[config.mk]
export PLATFORM = sky130hd
export DESIGN_NAME = stack_calculator_with_variables_core
export DESIGN_NICKNAME = d
export VERILOG_FILES = /design/src/rtl/scm_pkg.sv /design/src/rtl/scm_ram.sv /design/src/rtl/scm_div.sv /design/src/rtl/scm_front.sv /design/src/rtl/scm_queue.sv /design/src/rtl/scm_exec.sv /design/src/rtl/stack_calculator_with_variables_core.sv
export SDC_FILE = /design/constraint.sdc
export NUM_CORES = 2
export LEC_CHECK = 0
export BUFFER_PORTS_ARGS = -buffer_cell sky130_fd_sc_hd__buf_2
export CORE_ASPECT_RATIO = 0.75
export CORE_MARGIN = 2
export CORE_UTILIZATION = 58
export DETAILED_ROUTE_END_ITERATION = 8
export GPL_TIMING_DRIVEN = 0
export PLACE_DENSITY = 0.77
export REMOVE_ABC_BUFFERS = 1
export SLEW_MARGIN = 5
export SYNTH_ARGS = -nofsm -noshare
export SYNTH_HDL_FRONTEND = slang
export SYNTH_SLANG_ARGS = --single-unit
[constraint.sdc]
create_clock -name clk -period 6.6 [get_ports clk]
set_input_delay 0.33 -clock clk [delete_from_list [all_inputs] [get_ports clk]]
set_output_delay 0.33 -clock clk [all_outputs]
set_load 0.005 [all_outputs]
[src/rtl/scm_pkg.sv]
// Shared types and codes for the stack calculator: opcodes, status codes,
// channel items, the decoded command word and the back-end states.
// No dependencies.
`timescale 1ns / 1ps
`default_nettype none

package scm_pkg;

    localparam int DATA_W      = 32;
    localparam int SLOT_W      = 4;
    localparam int QUEUE_DEPTH = 4;
    localparam int DIV_CNT_W   = 6;

    typedef enum logic [2:0] {
        OP_PUSH_IMM = 3'd0,
        OP_PUSH_VAR = 3'd1,
        OP_POP_VAR  = 3'd2,
        OP_ADD      = 3'd3,
        OP_SUB      = 3'd4,
        OP_MUL      = 3'd5,
        OP_DIV      = 3'd6,
        OP_PRINT    = 3'd7
    } op_t;

    typedef enum logic [2:0] {
        STAT_OK      = 3'd0,
        STAT_EMPTY   = 3'd1,
        STAT_FEW     = 3'd2,
        STAT_DIVZERO = 3'd3,
        STAT_UNSET   = 3'd4,
        STAT_FULL    = 3'd5
    } status_t;

    typedef enum logic [2:0] {
        CL_PUSH_IMM,
        CL_PUSH_VAR,
        CL_POP_VAR,
        CL_PRINT,
        CL_ALU
    } cmd_class_t;

    typedef enum logic [2:0] {
        S_IDLE,
        S_VAR_RD,
        S_POP,
        S_READ_X,
        S_READ_Y,
        S_DIV,
        S_WB
    } exec_state_t;

    typedef struct packed {
        logic [2:0]               op;
        logic signed [DATA_W-1:0] immediate;
        logic [SLOT_W-1:0]        var_slot;
    } cmd_item_t;

    typedef struct packed {
        logic [2:0]               status;
        logic                     print_valid;
        logic signed [DATA_W-1:0] print_value;
    } rsp_item_t;

    // decoded instruction as it sits in the queue
    typedef struct packed {
        cmd_class_t        cls;
        op_t               alu_op;
        logic              slot_ok;
        logic [SLOT_W-1:0] slot;
        logic [DATA_W-1:0] imm;
    } cmd_t;

endpackage

`default_nettype wire

[src/rtl/scm_ram.sv]
// Generic simple dual-port RAM: one write port, one read port, registered read.
// No dependencies.
`timescale 1ns / 1ps
`default_nettype none

module scm_ram #(
    parameter int WIDTH = 32,
    parameter int DEPTH = 16
) (
    input  wire logic                                    clk,
    input  wire logic                                    we,
    input  wire logic [((DEPTH > 1) ? $clog2(DEPTH) : 1)-1:0] waddr,
    input  wire logic [WIDTH-1:0]                        wdata,
    input  wire logic [((DEPTH > 1) ? $clog2(DEPTH) : 1)-1:0] raddr,
    output logic      [WIDTH-1:0]                        rdata
);

    logic [WIDTH-1:0] mem [DEPTH];

    always_ff @(posedge clk)
    begin
        if (we)
        begin
            mem[waddr] <= wdata;
        end
        rdata <= mem[raddr];
    end

endmodule

`default_nettype wire

[src/rtl/scm_div.sv]
// Iterative signed divider, one quotient bit per cycle, truncating toward zero.
// Depends on scm_pkg.
`timescale 1ns / 1ps
`default_nettype none

module scm_div import scm_pkg::*; (
    input  wire logic              clk,
    input  wire logic              rst_n,
    input  wire logic              start,
    input  wire logic [DATA_W-1:0] dividend,
    input  wire logic [DATA_W-1:0] divisor,
    output logic                   done,
    output logic      [DATA_W-1:0] quotient
);

    logic                 busy_reg, busy_next;
    logic                 done_reg, done_next;
    logic [DIV_CNT_W-1:0] cnt_reg, cnt_next;
    logic                 neg_reg, neg_next;
    logic [DATA_W-1:0]    rem_reg, rem_next;
    logic [DATA_W-1:0]    quo_reg, quo_next;
    logic [DATA_W-1:0]    den_reg, den_next;
    logic [DATA_W:0]      shifted;
    logic [DATA_W:0]      trial;

    always_comb
    begin
        shifted   = {rem_reg, quo_reg[DATA_W-1]};
        trial     = shifted - {1'b0, den_reg};
        busy_next = busy_reg;
        done_next = 1'b0;
        cnt_next  = cnt_reg;
        neg_next  = neg_reg;
        rem_next  = rem_reg;
        quo_next  = quo_reg;
        den_next  = den_reg;
        if (start)
        begin
            busy_next = 1'b1;
            cnt_next  = DIV_CNT_W'(DATA_W);
            rem_next  = '0;
            // magnitudes; the most negative value maps onto itself as unsigned
            quo_next  = dividend[DATA_W-1] ? (~dividend + 1'b1) : dividend;
            den_next  = divisor[DATA_W-1] ? (~divisor + 1'b1) : divisor;
            neg_next  = dividend[DATA_W-1] ^ divisor[DATA_W-1];
        end
        else if (busy_reg)
        begin
            if (!trial[DATA_W])
            begin
                rem_next = trial[DATA_W-1:0];
                quo_next = {quo_reg[DATA_W-2:0], 1'b1};
            end
            else
            begin
                rem_next = shifted[DATA_W-1:0];
                quo_next = {quo_reg[DATA_W-2:0], 1'b0};
            end
            cnt_next = cnt_reg - 1'b1;
            if (cnt_reg == DIV_CNT_W'(1))
            begin
                busy_next = 1'b0;
                done_next = 1'b1;
            end
        end
    end

    always_ff @(posedge clk or negedge rst_n)
    begin
        if (!rst_n)
        begin
            busy_reg <= 1'b0;
            done_reg <= 1'b0;
            cnt_reg  <= '0;
        end
        else
        begin
            busy_reg <= busy_next;
            done_reg <= done_next;
            cnt_reg  <= cnt_next;
        end
    end

    always_ff @(posedge clk)
    begin
        neg_reg <= neg_next;
        rem_reg <= rem_next;
        quo_reg <= quo_next;
        den_reg <= den_next;
    end

    assign done     = done_reg;
    assign quotient = neg_reg ? (~quo_reg + 1'b1) : quo_reg;

endmodule

`default_nettype wire

[src/rtl/scm_front.sv]
// Front end: takes instruction items, classifies them and holds one decoded
// command for the queue. Depends on scm_pkg.
`timescale 1ns / 1ps
`default_nettype none

module scm_front import scm_pkg::*; #(
    parameter int VAR_SLOTS = 16
) (
    input  wire logic      clk,
    input  wire logic      rst_n,
    input  wire logic      cmd_valid,
    output logic           cmd_stall,
    input  wire cmd_item_t cmd,
    output logic           q_wr,
    output cmd_t           q_data,
    input  wire logic      q_full
);

    logic hold_valid_reg, hold_valid_next;
    cmd_t hold_reg, hold_next;
    cmd_t decoded;
    logic take;

    always_comb
    begin
        decoded.alu_op  = op_t'(cmd.op);
        decoded.slot    = cmd.var_slot;
        decoded.imm     = cmd.immediate;
        decoded.slot_ok = (32'(cmd.var_slot) < 32'(VAR_SLOTS));
        case (cmd.op)
            OP_PUSH_IMM: decoded.cls = CL_PUSH_IMM;
            OP_PUSH_VAR: decoded.cls = CL_PUSH_VAR;
            OP_POP_VAR:  decoded.cls = CL_POP_VAR;
            OP_PRINT:    decoded.cls = CL_PRINT;
            default:     decoded.cls = CL_ALU;
        endcase
    end

    assign cmd_stall = hold_valid_reg && q_full;
    assign take      = cmd_valid && !cmd_stall;
    assign q_wr      = hold_valid_reg;
    assign q_data    = hold_reg;

    always_comb
    begin
        hold_valid_next = hold_valid_reg;
        hold_next       = hold_reg;
        if (take)
        begin
            hold_valid_next = 1'b1;
            hold_next       = decoded;
        end
        else if (hold_valid_reg && !q_full)
        begin
            hold_valid_next = 1'b0;
        end
    end

    always_ff @(posedge clk or negedge rst_n)
    begin
        if (!rst_n)
        begin
            hold_valid_reg <= 1'b0;
        end
        else
        begin
            hold_valid_reg <= hold_valid_next;
        end
    end

    always_ff @(posedge clk)
    begin
        hold_reg <= hold_next;
    end

endmodule

`default_nettype wire

[src/rtl/scm_queue.sv]
// Short FIFO of decoded commands between front and back end.
// Depends on scm_pkg.
`timescale 1ns / 1ps
`default_nettype none

module scm_queue import scm_pkg::*; (
    input  wire logic clk,
    input  wire logic rst_n,
    input  wire logic wr_en,
    input  wire cmd_t wr_data,
    output logic      full,
    input  wire logic rd_en,
    output cmd_t      rd_data,
    output logic      empty
);

    localparam int PW = $clog2(QUEUE_DEPTH);

    cmd_t          entry_reg [QUEUE_DEPTH];
    logic [PW-1:0] wr_ptr_reg, wr_ptr_next;
    logic [PW-1:0] rd_ptr_reg, rd_ptr_next;
    logic [PW:0]   fill_reg, fill_next;
    logic          do_wr, do_rd;

    assign full    = (fill_reg == (PW+1)'(QUEUE_DEPTH));
    assign empty   = (fill_reg == '0);
    assign do_wr   = wr_en && !full;
    assign do_rd   = rd_en && !empty;
    assign rd_data = entry_reg[rd_ptr_reg];

    always_comb
    begin
        wr_ptr_next = do_wr ? wr_ptr_reg + 1'b1 : wr_ptr_reg;
        rd_ptr_next = do_rd ? rd_ptr_reg + 1'b1 : rd_ptr_reg;
        fill_next   = fill_reg;
        if (do_wr && !do_rd)
        begin
            fill_next = fill_reg + 1'b1;
        end
        else if (do_rd && !do_wr)
        begin
            fill_next = fill_reg - 1'b1;
        end
    end

    always_ff @(posedge clk or negedge rst_n)
    begin
        if (!rst_n)
        begin
            wr_ptr_reg <= '0;
            rd_ptr_reg <= '0;
            fill_reg   <= '0;
        end
        else
        begin
            wr_ptr_reg <= wr_ptr_next;
            rd_ptr_reg <= rd_ptr_next;
            fill_reg   <= fill_next;
        end
    end

    always_ff @(posedge clk)
    begin
        if (do_wr)
        begin
            entry_reg[wr_ptr_reg] <= wr_data;
        end
    end

endmodule

`default_nettype wire

[src/rtl/scm_exec.sv]
// Back end: executes decoded commands on the operand stack RAM and the
// variable RAM, owns the divider and the result register.
// Depends on scm_pkg, scm_ram, scm_div.
`timescale 1ns / 1ps
`default_nettype none

module scm_exec import scm_pkg::*; #(
    parameter int STACK_DEPTH = 16,
    parameter int VAR_SLOTS   = 16
) (
    input  wire logic clk,
    input  wire logic rst_n,
    input  wire cmd_t head,
    input  wire logic q_empty,
    output logic      q_rd,
    output logic      rsp_valid,
    input  wire logic rsp_stall,
    output rsp_item_t rsp
);

    localparam int CW = $clog2(STACK_DEPTH + 1);
    localparam int AW = $clog2(STACK_DEPTH);
    localparam int VW = (VAR_SLOTS > 1) ? $clog2(VAR_SLOTS) : 1;

    exec_state_t          state_reg, state_next;
    cmd_t                 cmd_reg, cmd_next;
    logic [CW-1:0]        count_reg, count_next;
    logic [VAR_SLOTS-1:0] var_valid_reg, var_valid_next;
    logic [DATA_W-1:0]    x_reg, x_next;
    logic [DATA_W-1:0]    r_reg, r_next;
    logic                 rsp_valid_reg, rsp_valid_next;
    rsp_item_t            rsp_reg, rsp_next;

    logic [CW-1:0]        count_m1, count_m2;
    logic                 stack_full;
    logic                 out_free;
    logic                 res_fire;
    rsp_item_t            res;

    logic [VW+SLOT_W-1:0] head_slot_ext, cmd_slot_ext;
    logic [VW-1:0]        head_vidx, cmd_vidx;

    logic                 st_we;
    logic [AW-1:0]        st_waddr, st_raddr;
    logic [DATA_W-1:0]    st_wdata, st_rdata;
    logic                 var_we;
    logic [VW-1:0]        var_waddr, var_raddr;
    logic [DATA_W-1:0]    var_wdata, var_rdata;

    logic                 div_start, div_done;
    logic [DATA_W-1:0]    div_q;

    scm_ram #(.WIDTH(DATA_W), .DEPTH(STACK_DEPTH)) u_stack_ram (
        .clk   (clk),
        .we    (st_we),
        .waddr (st_waddr),
        .wdata (st_wdata),
        .raddr (st_raddr),
        .rdata (st_rdata)
    );

    scm_ram #(.WIDTH(DATA_W), .DEPTH(VAR_SLOTS)) u_var_ram (
        .clk   (clk),
        .we    (var_we),
        .waddr (var_waddr),
        .wdata (var_wdata),
        .raddr (var_raddr),
        .rdata (var_rdata)
    );

    scm_div u_div (
        .clk      (clk),
        .rst_n    (rst_n),
        .start    (div_start),
        .dividend (x_reg),
        .divisor  (st_rdata),
        .done     (div_done),
        .quotient (div_q)
    );

    assign count_m1      = count_reg - 1'b1;
    assign count_m2      = count_reg - CW'(2);
    assign stack_full    = (count_reg == CW'(STACK_DEPTH));
    assign out_free      = !rsp_valid_reg || !rsp_stall;
    assign head_slot_ext = {{VW{1'b0}}, head.slot};
    assign cmd_slot_ext  = {{VW{1'b0}}, cmd_reg.slot};
    assign head_vidx     = head_slot_ext[VW-1:0];
    assign cmd_vidx      = cmd_slot_ext[VW-1:0];

    always_comb
    begin
        state_next     = state_reg;
        cmd_next       = cmd_reg;
        count_next     = count_reg;
        var_valid_next = var_valid_reg;
        x_next         = x_reg;
        r_next         = r_reg;
        q_rd           = 1'b0;
        st_we          = 1'b0;
        st_waddr       = count_reg[AW-1:0];
        st_wdata       = r_reg;
        st_raddr       = count_m1[AW-1:0];
        var_we         = 1'b0;
        var_waddr      = cmd_vidx;
        var_wdata      = st_rdata;
        var_raddr      = head_vidx;
        div_start      = 1'b0;
        res_fire       = 1'b0;
        res.status      = STAT_OK;
        res.print_valid = 1'b0;
        res.print_value = '0;

        case (state_reg)
            S_IDLE:
            begin
                if (!q_empty && out_free)
                begin
                    q_rd     = 1'b1;
                    cmd_next = head;
                    case (head.cls)
                        CL_PUSH_IMM:
                        begin
                            res_fire = 1'b1;
                            if (stack_full)
                            begin
                                res.status = STAT_FULL;
                            end
                            else
                            begin
                                st_we      = 1'b1;
                                st_wdata   = head.imm;
                                count_next = count_reg + 1'b1;
                            end
                        end
                        CL_PUSH_VAR:
                        begin
                            if (!(head.slot_ok && var_valid_reg[head_vidx]))
                            begin
                                res_fire   = 1'b1;
                                res.status = STAT_UNSET;
                            end
                            else if (stack_full)
                            begin
                                res_fire   = 1'b1;
                                res.status = STAT_FULL;
                            end
                            else
                            begin
                                state_next = S_VAR_RD;
                            end
                        end
                        CL_POP_VAR, CL_PRINT:
                        begin
                            if (count_reg == '0)
                            begin
                                res_fire   = 1'b1;
                                res.status = STAT_EMPTY;
                            end
                            else
                            begin
                                state_next = S_POP;
                            end
                        end
                        default:
                        begin
                            if (count_reg < CW'(2))
                            begin
                                res_fire   = 1'b1;
                                res.status = STAT_FEW;
                            end
                            else
                            begin
                                state_next = S_READ_X;
                            end
                        end
                    endcase
                end
            end
            S_VAR_RD:
            begin
                st_we      = 1'b1;
                st_wdata   = var_rdata;
                count_next = count_reg + 1'b1;
                res_fire   = 1'b1;
                state_next = S_IDLE;
            end
            S_POP:
            begin
                if (cmd_reg.cls == CL_PRINT)
                begin
                    res.print_valid = 1'b1;
                    res.print_value = st_rdata;
                end
                else if (cmd_reg.slot_ok)
                begin
                    var_we                   = 1'b1;
                    var_valid_next[cmd_vidx] = 1'b1;
                end
                count_next = count_m1;
                res_fire   = 1'b1;
                state_next = S_IDLE;
            end
            S_READ_X:
            begin
                x_next     = st_rdata;
                st_raddr   = count_m2[AW-1:0];
                state_next = S_READ_Y;
            end
            S_READ_Y:
            begin
                // x is the old top, the RAM now returns y
                if (cmd_reg.alu_op == OP_DIV)
                begin
                    if (st_rdata == '0)
                    begin
                        res_fire   = 1'b1;
                        res.status = STAT_DIVZERO;
                        count_next = count_m2;
                        state_next = S_IDLE;
                    end
                    else
                    begin
                        div_start  = 1'b1;
                        state_next = S_DIV;
                    end
                end
                else
                begin
                    case (cmd_reg.alu_op)
                        OP_ADD:  r_next = x_reg + st_rdata;
                        OP_SUB:  r_next = x_reg - st_rdata;
                        default: r_next = x_reg * st_rdata;
                    endcase
                    state_next = S_WB;
                end
            end
            S_DIV:
            begin
                if (div_done)
                begin
                    r_next     = div_q;
                    state_next = S_WB;
                end
            end
            S_WB:
            begin
                st_we      = 1'b1;
                st_waddr   = count_m2[AW-1:0];
                st_wdata   = r_reg;
                count_next = count_m1;
                res_fire   = 1'b1;
                state_next = S_IDLE;
            end
            default:
            begin
                state_next = S_IDLE;
            end
        endcase
    end

    always_comb
    begin
        rsp_valid_next = rsp_valid_reg && rsp_stall;
        rsp_next       = rsp_reg;
        if (res_fire)
        begin
            rsp_valid_next = 1'b1;
            rsp_next       = res;
        end
    end

    always_ff @(posedge clk or negedge rst_n)
    begin
        if (!rst_n)
        begin
            state_reg     <= S_IDLE;
            count_reg     <= '0;
            var_valid_reg <= '0;
            rsp_valid_reg <= 1'b0;
        end
        else
        begin
            state_reg     <= state_next;
            count_reg     <= count_next;
            var_valid_reg <= var_valid_next;
            rsp_valid_reg <= rsp_valid_next;
        end
    end

    always_ff @(posedge clk)
    begin
        cmd_reg <= cmd_next;
        x_reg   <= x_next;
        r_reg   <= r_next;
        rsp_reg <= rsp_next;
    end

    assign rsp_valid = rsp_valid_reg;
    assign rsp       = rsp_reg;

    a_count_bound: assert property (@(posedge clk) disable iff (!rst_n)
        count_reg <= CW'(STACK_DEPTH))
        else $error("stack count beyond depth");

    a_result_room: assert property (@(posedge clk) disable iff (!rst_n)
        res_fire |-> out_free)
        else $error("result overwrites an undelivered item");

    a_div_nonzero: assert property (@(posedge clk) disable iff (!rst_n)
        div_start |-> (st_rdata != '0))
        else $error("divider started with zero divisor");

    a_div_wait: assert property (@(posedge clk) disable iff (!rst_n)
        (state_reg == S_DIV && !div_done) |=> (state_reg == S_DIV))
        else $error("left divide wait before quotient was ready");

    a_print_src: assert property (@(posedge clk) disable iff (!rst_n)
        (res_fire && res.print_valid) |-> (state_reg == S_POP && cmd_reg.cls == CL_PRINT))
        else $error("print value produced outside a print");

endmodule

`default_nettype wire

[src/rtl/stack_calculator_with_variables_core.sv]
// Top level of the stack calculator: front end, command queue, back end.
// Depends on scm_pkg, scm_front, scm_queue, scm_exec (scm_ram, scm_div).
//
//   channel | direction | handshake            | payload
//   cmd     | in        | cmd_valid/cmd_stall  | cmd_item_t: op, immediate, var_slot
//   rsp     | out       | rsp_valid/rsp_stall  | rsp_item_t: status, print_valid, print_value
//
// One item in flight in the back end; front end and queue take items until the queue fills.
// Push immediate and dispatch errors end in S_IDLE; push variable adds S_VAR_RD, pop and
// print S_POP, add/sub/mul S_READ_X, S_READ_Y, S_WB; divide also waits in S_DIV (32 quotient
// bits, one per cycle in the divider). Items pass the front register and a queue entry
// before dispatch. Reset clears stack count, variable valid bits and handshake state;
// stack and variable RAM contents are left as is. A stalled result holds the back end only.
`timescale 1ns / 1ps
`default_nettype none

module stack_calculator_with_variables_core import scm_pkg::*; #(
    parameter int STACK_DEPTH = 16,
    parameter int VAR_SLOTS   = 16
) (
    input  wire logic      clk,
    input  wire logic      rst_n,
    input  wire logic      cmd_valid,
    output logic           cmd_stall,
    input  wire cmd_item_t cmd,
    output logic           rsp_valid,
    input  wire logic      rsp_stall,
    output rsp_item_t      rsp
);

    logic q_wr, q_full, q_rd, q_empty;
    cmd_t q_wdata, q_head;

    scm_front #(.VAR_SLOTS(VAR_SLOTS)) u_front (
        .clk       (clk),
        .rst_n     (rst_n),
        .cmd_valid (cmd_valid),
        .cmd_stall (cmd_stall),
        .cmd       (cmd),
        .q_wr      (q_wr),
        .q_data    (q_wdata),
        .q_full    (q_full)
    );

    scm_queue u_queue (
        .clk     (clk),
        .rst_n   (rst_n),
        .wr_en   (q_wr),
        .wr_data (q_wdata),
        .full    (q_full),
        .rd_en   (q_rd),
        .rd_data (q_head),
        .empty   (q_empty)
    );

    scm_exec #(.STACK_DEPTH(STACK_DEPTH), .VAR_SLOTS(VAR_SLOTS)) u_exec (
        .clk       (clk),
        .rst_n     (rst_n),
        .head      (q_head),
        .q_empty   (q_empty),
        .q_rd      (q_rd),
        .rsp_valid (rsp_valid),
        .rsp_stall (rsp_stall),
        .rsp       (rsp)
    );

endmodule

`default_nettype wire
==> flow_metrics.py <==
metrics = {
    "drt": {
        "drt-vias-per-instance": 6.64,
        "wl_per_cell_um": 30.7,
        "route.vias.total": 49800,
        "drt_pass1_iterations": 7,
        "drc_errors": 0,
        "dr.first_iter.drc_count": 7340,
        "wirelength_mm": 230,
        "ant_nets": 0,
    },
    "cells_and_area": {
        "layout.nets": 6238,
        "syn2layout_area_growth_pct": 14.3,
        "drive_gt1_share_pct": 18.9,
        "regArea_mm2": 0.0453,
        "multi_input_area_mm2": 0.0323,
        "n_fill_cell": 8639,
    },
    "clock_tree": {
        "clock_sinks": 1546,
        "cts_tree": "yes",
        "root_buffer": "clkbuf_16",
        "clkTransAtPathRegs_ns": 0.06,
        "htreeDepth": 4,
        "insertion_delay_ns": 0.80,
        "cts_buffer_depth": 3,
        "cts_inserted_buffers": 146,
    },
    "worst_setup_path": {
        "worstSetupStartpointType": "register",
        "crit_type": "register to register",
        "worstPathRequired_ns": 7.19,
        "crit_fanout": 7,
        "critical_path_arrival_ns": 7.96,
        "crit_path_end_kind": "register",
    },
    "global_route": {
        "grt_pass1_vias": 50400,
        "use_met1_pct": 46.2,
        "grt_pass1_wl_mm": 335,
        "top_usage_layer": "met2",
        "overflow": 0,
        "grtUsageTotal_pct": 32.9,
        "use_met3_pct": 9.13,
        "grt_max_degree": 57,
        "antenna_found_initial": 6,
        "use_met2_pct": 48.8,
    },
    "timing": {
        "drv_slew": 0,
        "layout_setup_ws_ns": -0.769,
        "skew_ns": 0.0484,
        "setup_violations": 18,
        "rsz0062_at_grt": "yes",
        "worst_pin_slew_ns": 1.36,
        "slew_headroom_pct": 9.32,
        "finalHoldViolations": 0,
        "whs_ns": 0.263,
        "period_minus_slack_ns": 7.37,
        "fmax_ghz": 0.136,
        "post-route-period-util_pct": 112,
    },
    "synth": {
        "post-synth-top-count-cell": "edfxtp_1",
        "syn-mean-instance-area_um2": 14.8,
        "synthArstFlopShare_pct": 2.65,
        "synthDistinctLibCells": 83,
        "synth_edf_count": 1409,
        "ys_seq_elements": 1546,
        "yosys.area.top_type": "edfxtp_1",
        "synthTopCellsByArea": "edfxtp_1, fa_1, mux4_2",
        "synthCells": 5377,
        "syn_area_mm2": 0.0796,
        "yosysWarnings": 0,
        "yosysSeqAreaShare_pct": 56.9,
        "synth.top_cells.by_count": "edfxtp_1, inv_1, fa_1",
        "ys.flop_type": "edfxtp_1",
        "synth.top_cell.area_share_pct": 53.2,
    },
    "floorplanning": {
        "fp.dieW_um": 432,
        "start_util_pct": 58.5,
        "dieArea_mm2": 0.140,
        "dieHeight_um": 325,
        "rows": 117,
        "core_mm2": 0.136,
        "ios": 81,
    },
    "status": {
        "status": "finished with violations",
        "violations": "setup timing",
    },
    "hold_path": {
        "hold_class": "input port to register",
    },
    "place": {
        "pre_cts_slack_ns": -2.09,
        "dpl.hpwl_mm": 139,
        "io_buffer_count": 80,
        "gp_congestion": 0.924,
    },
    "run": {
        "cap_violations": 0,
    },
}
==> final timing paths <==
check | depth (start not counted) | slack, ns | to | from
min in group asynchronous | 2 | 0.31 | u_exec.u_div.cnt_reg[2] | rst_n
worst min register to register | 1 | 0.47 | u_exec.var_valid_reg[11] | u_exec.var_valid_reg[11]
worst max register to register | 24 | -0.77 | u_exec.r_reg[31] | u_exec.u_stack_ram.rdata[2]
max in group asynchronous | 2 | 5.48 | u_queue.rd_ptr_reg[0] | rst_n
worst min-delay path | 2 | 0.26 | u_front.q_data[25] | cmd[29]
worst max-delay path | 24 | -0.77 | u_exec.r_reg[31] | u_exec.u_stack_ram.rdata[2]
==> layout make-up <==
type	count	share of cell area (%)
multi-input cells	3081	35.5
flip-flops and latches	1546	49.8
repair buffers	359	5.09
inverters	447	1.84
clock buffers	193	4.36
well taps	1785	2.46
diodes	6	0.0165
clock inverters	74	0.911
==> cell usage in the layout (no fill, tap or decap), types with 80 or more instances in the layout <==
cell | synthesis | final
clkbuf_16 | 0 | 150
ha_1 | 203 | 188
o21ai_0 | 115 | 111
nor2_1 | 171 | 139
mux4_2 | 335 | 332
fa_1 | 411 | 404
and2_1 | 356 | 346
buf_4 | 1 | 83
nand2_1 | 376 | 373
xnor2_1 | 160 | 157
xor2_1 | 113 | 111
inv_1 | 447 | 442
buf_2 | 27 | 80
a21oi_1 | 186 | 173
edfxtp_1 | 1409 | 1409
==> logic make-up after synthesis <==
| logic type | after synthesis | synth area share (%) |
|---|---|---|
| adder cells (fa/ha/maj) | 614 | 13.5 |
| XOR/XNOR | 273 | 3.01 |
| AO/OA/AOI/OAI | 604 | 4.94 |
| buffers and inverters | 750 | 3.62 |
| flip-flops | 1546 | 56.9 |
| multiplexers | 398 | 10.3 |
| AND/OR/NAND/NOR | 1192 | 7.73 |
==> critical path: stages, from the launching register on <==
cell and delay (ns):
dfxtp_4 0.37, buf_16 0.15, buf_4 0.17, and2_1 0.19, fa_1 0.57, inv_1 0.06
fa_1 0.52, fa_1 0.46, fa_1 0.54, inv_1 0.05, fa_1 0.48, fa_1 0.56
fa_2 0.56, fa_2 0.45, ha_2 0.23, a21o_1 0.17, a21o_1 0.22, a21oi_4 0.19
nor2_1 0.06, a21oi_1 0.15, o211ai_1 0.18, a41oi_2 0.28, xnor2_1 0.17, nand2_1 0.10
a31oi_1 0.27
==> routing by layer <==
metal	share of wire [%]	wire length [um]
met5	0.021	48
met4	5.0	11400
met3	13	31000
met2	44	102000
met1	37	85300
==> per-stage QoR <==
stage          utilization, %  cell area (um^2)  setup TNS, ns  cells
2_1_floorplan               -             78400        -501.34   5074
3_3_place_gp             59.6             81000       -6422.07   6939
3_5_place_dp             62.0             84300         -21.00   7089
4_1_cts                  66.6             90500          -7.03   7466
5_1_grt                  66.9             90900         -10.79   7485
6_report                 66.9             91000          -8.20   7491
==> timing repair <==
item	CTS	global route
gates resized for setup	61	53
hold endpoints to repair	85	0
pin swaps	33	35
setup endpoints to repair	19	19
buffers inserted	62	16
hold buffers	42	0
cloned	6	1
Power is left out: the tool's default activity adds up to more than one toggle a clock period on the data nets, which glitch-free logic cannot reach.
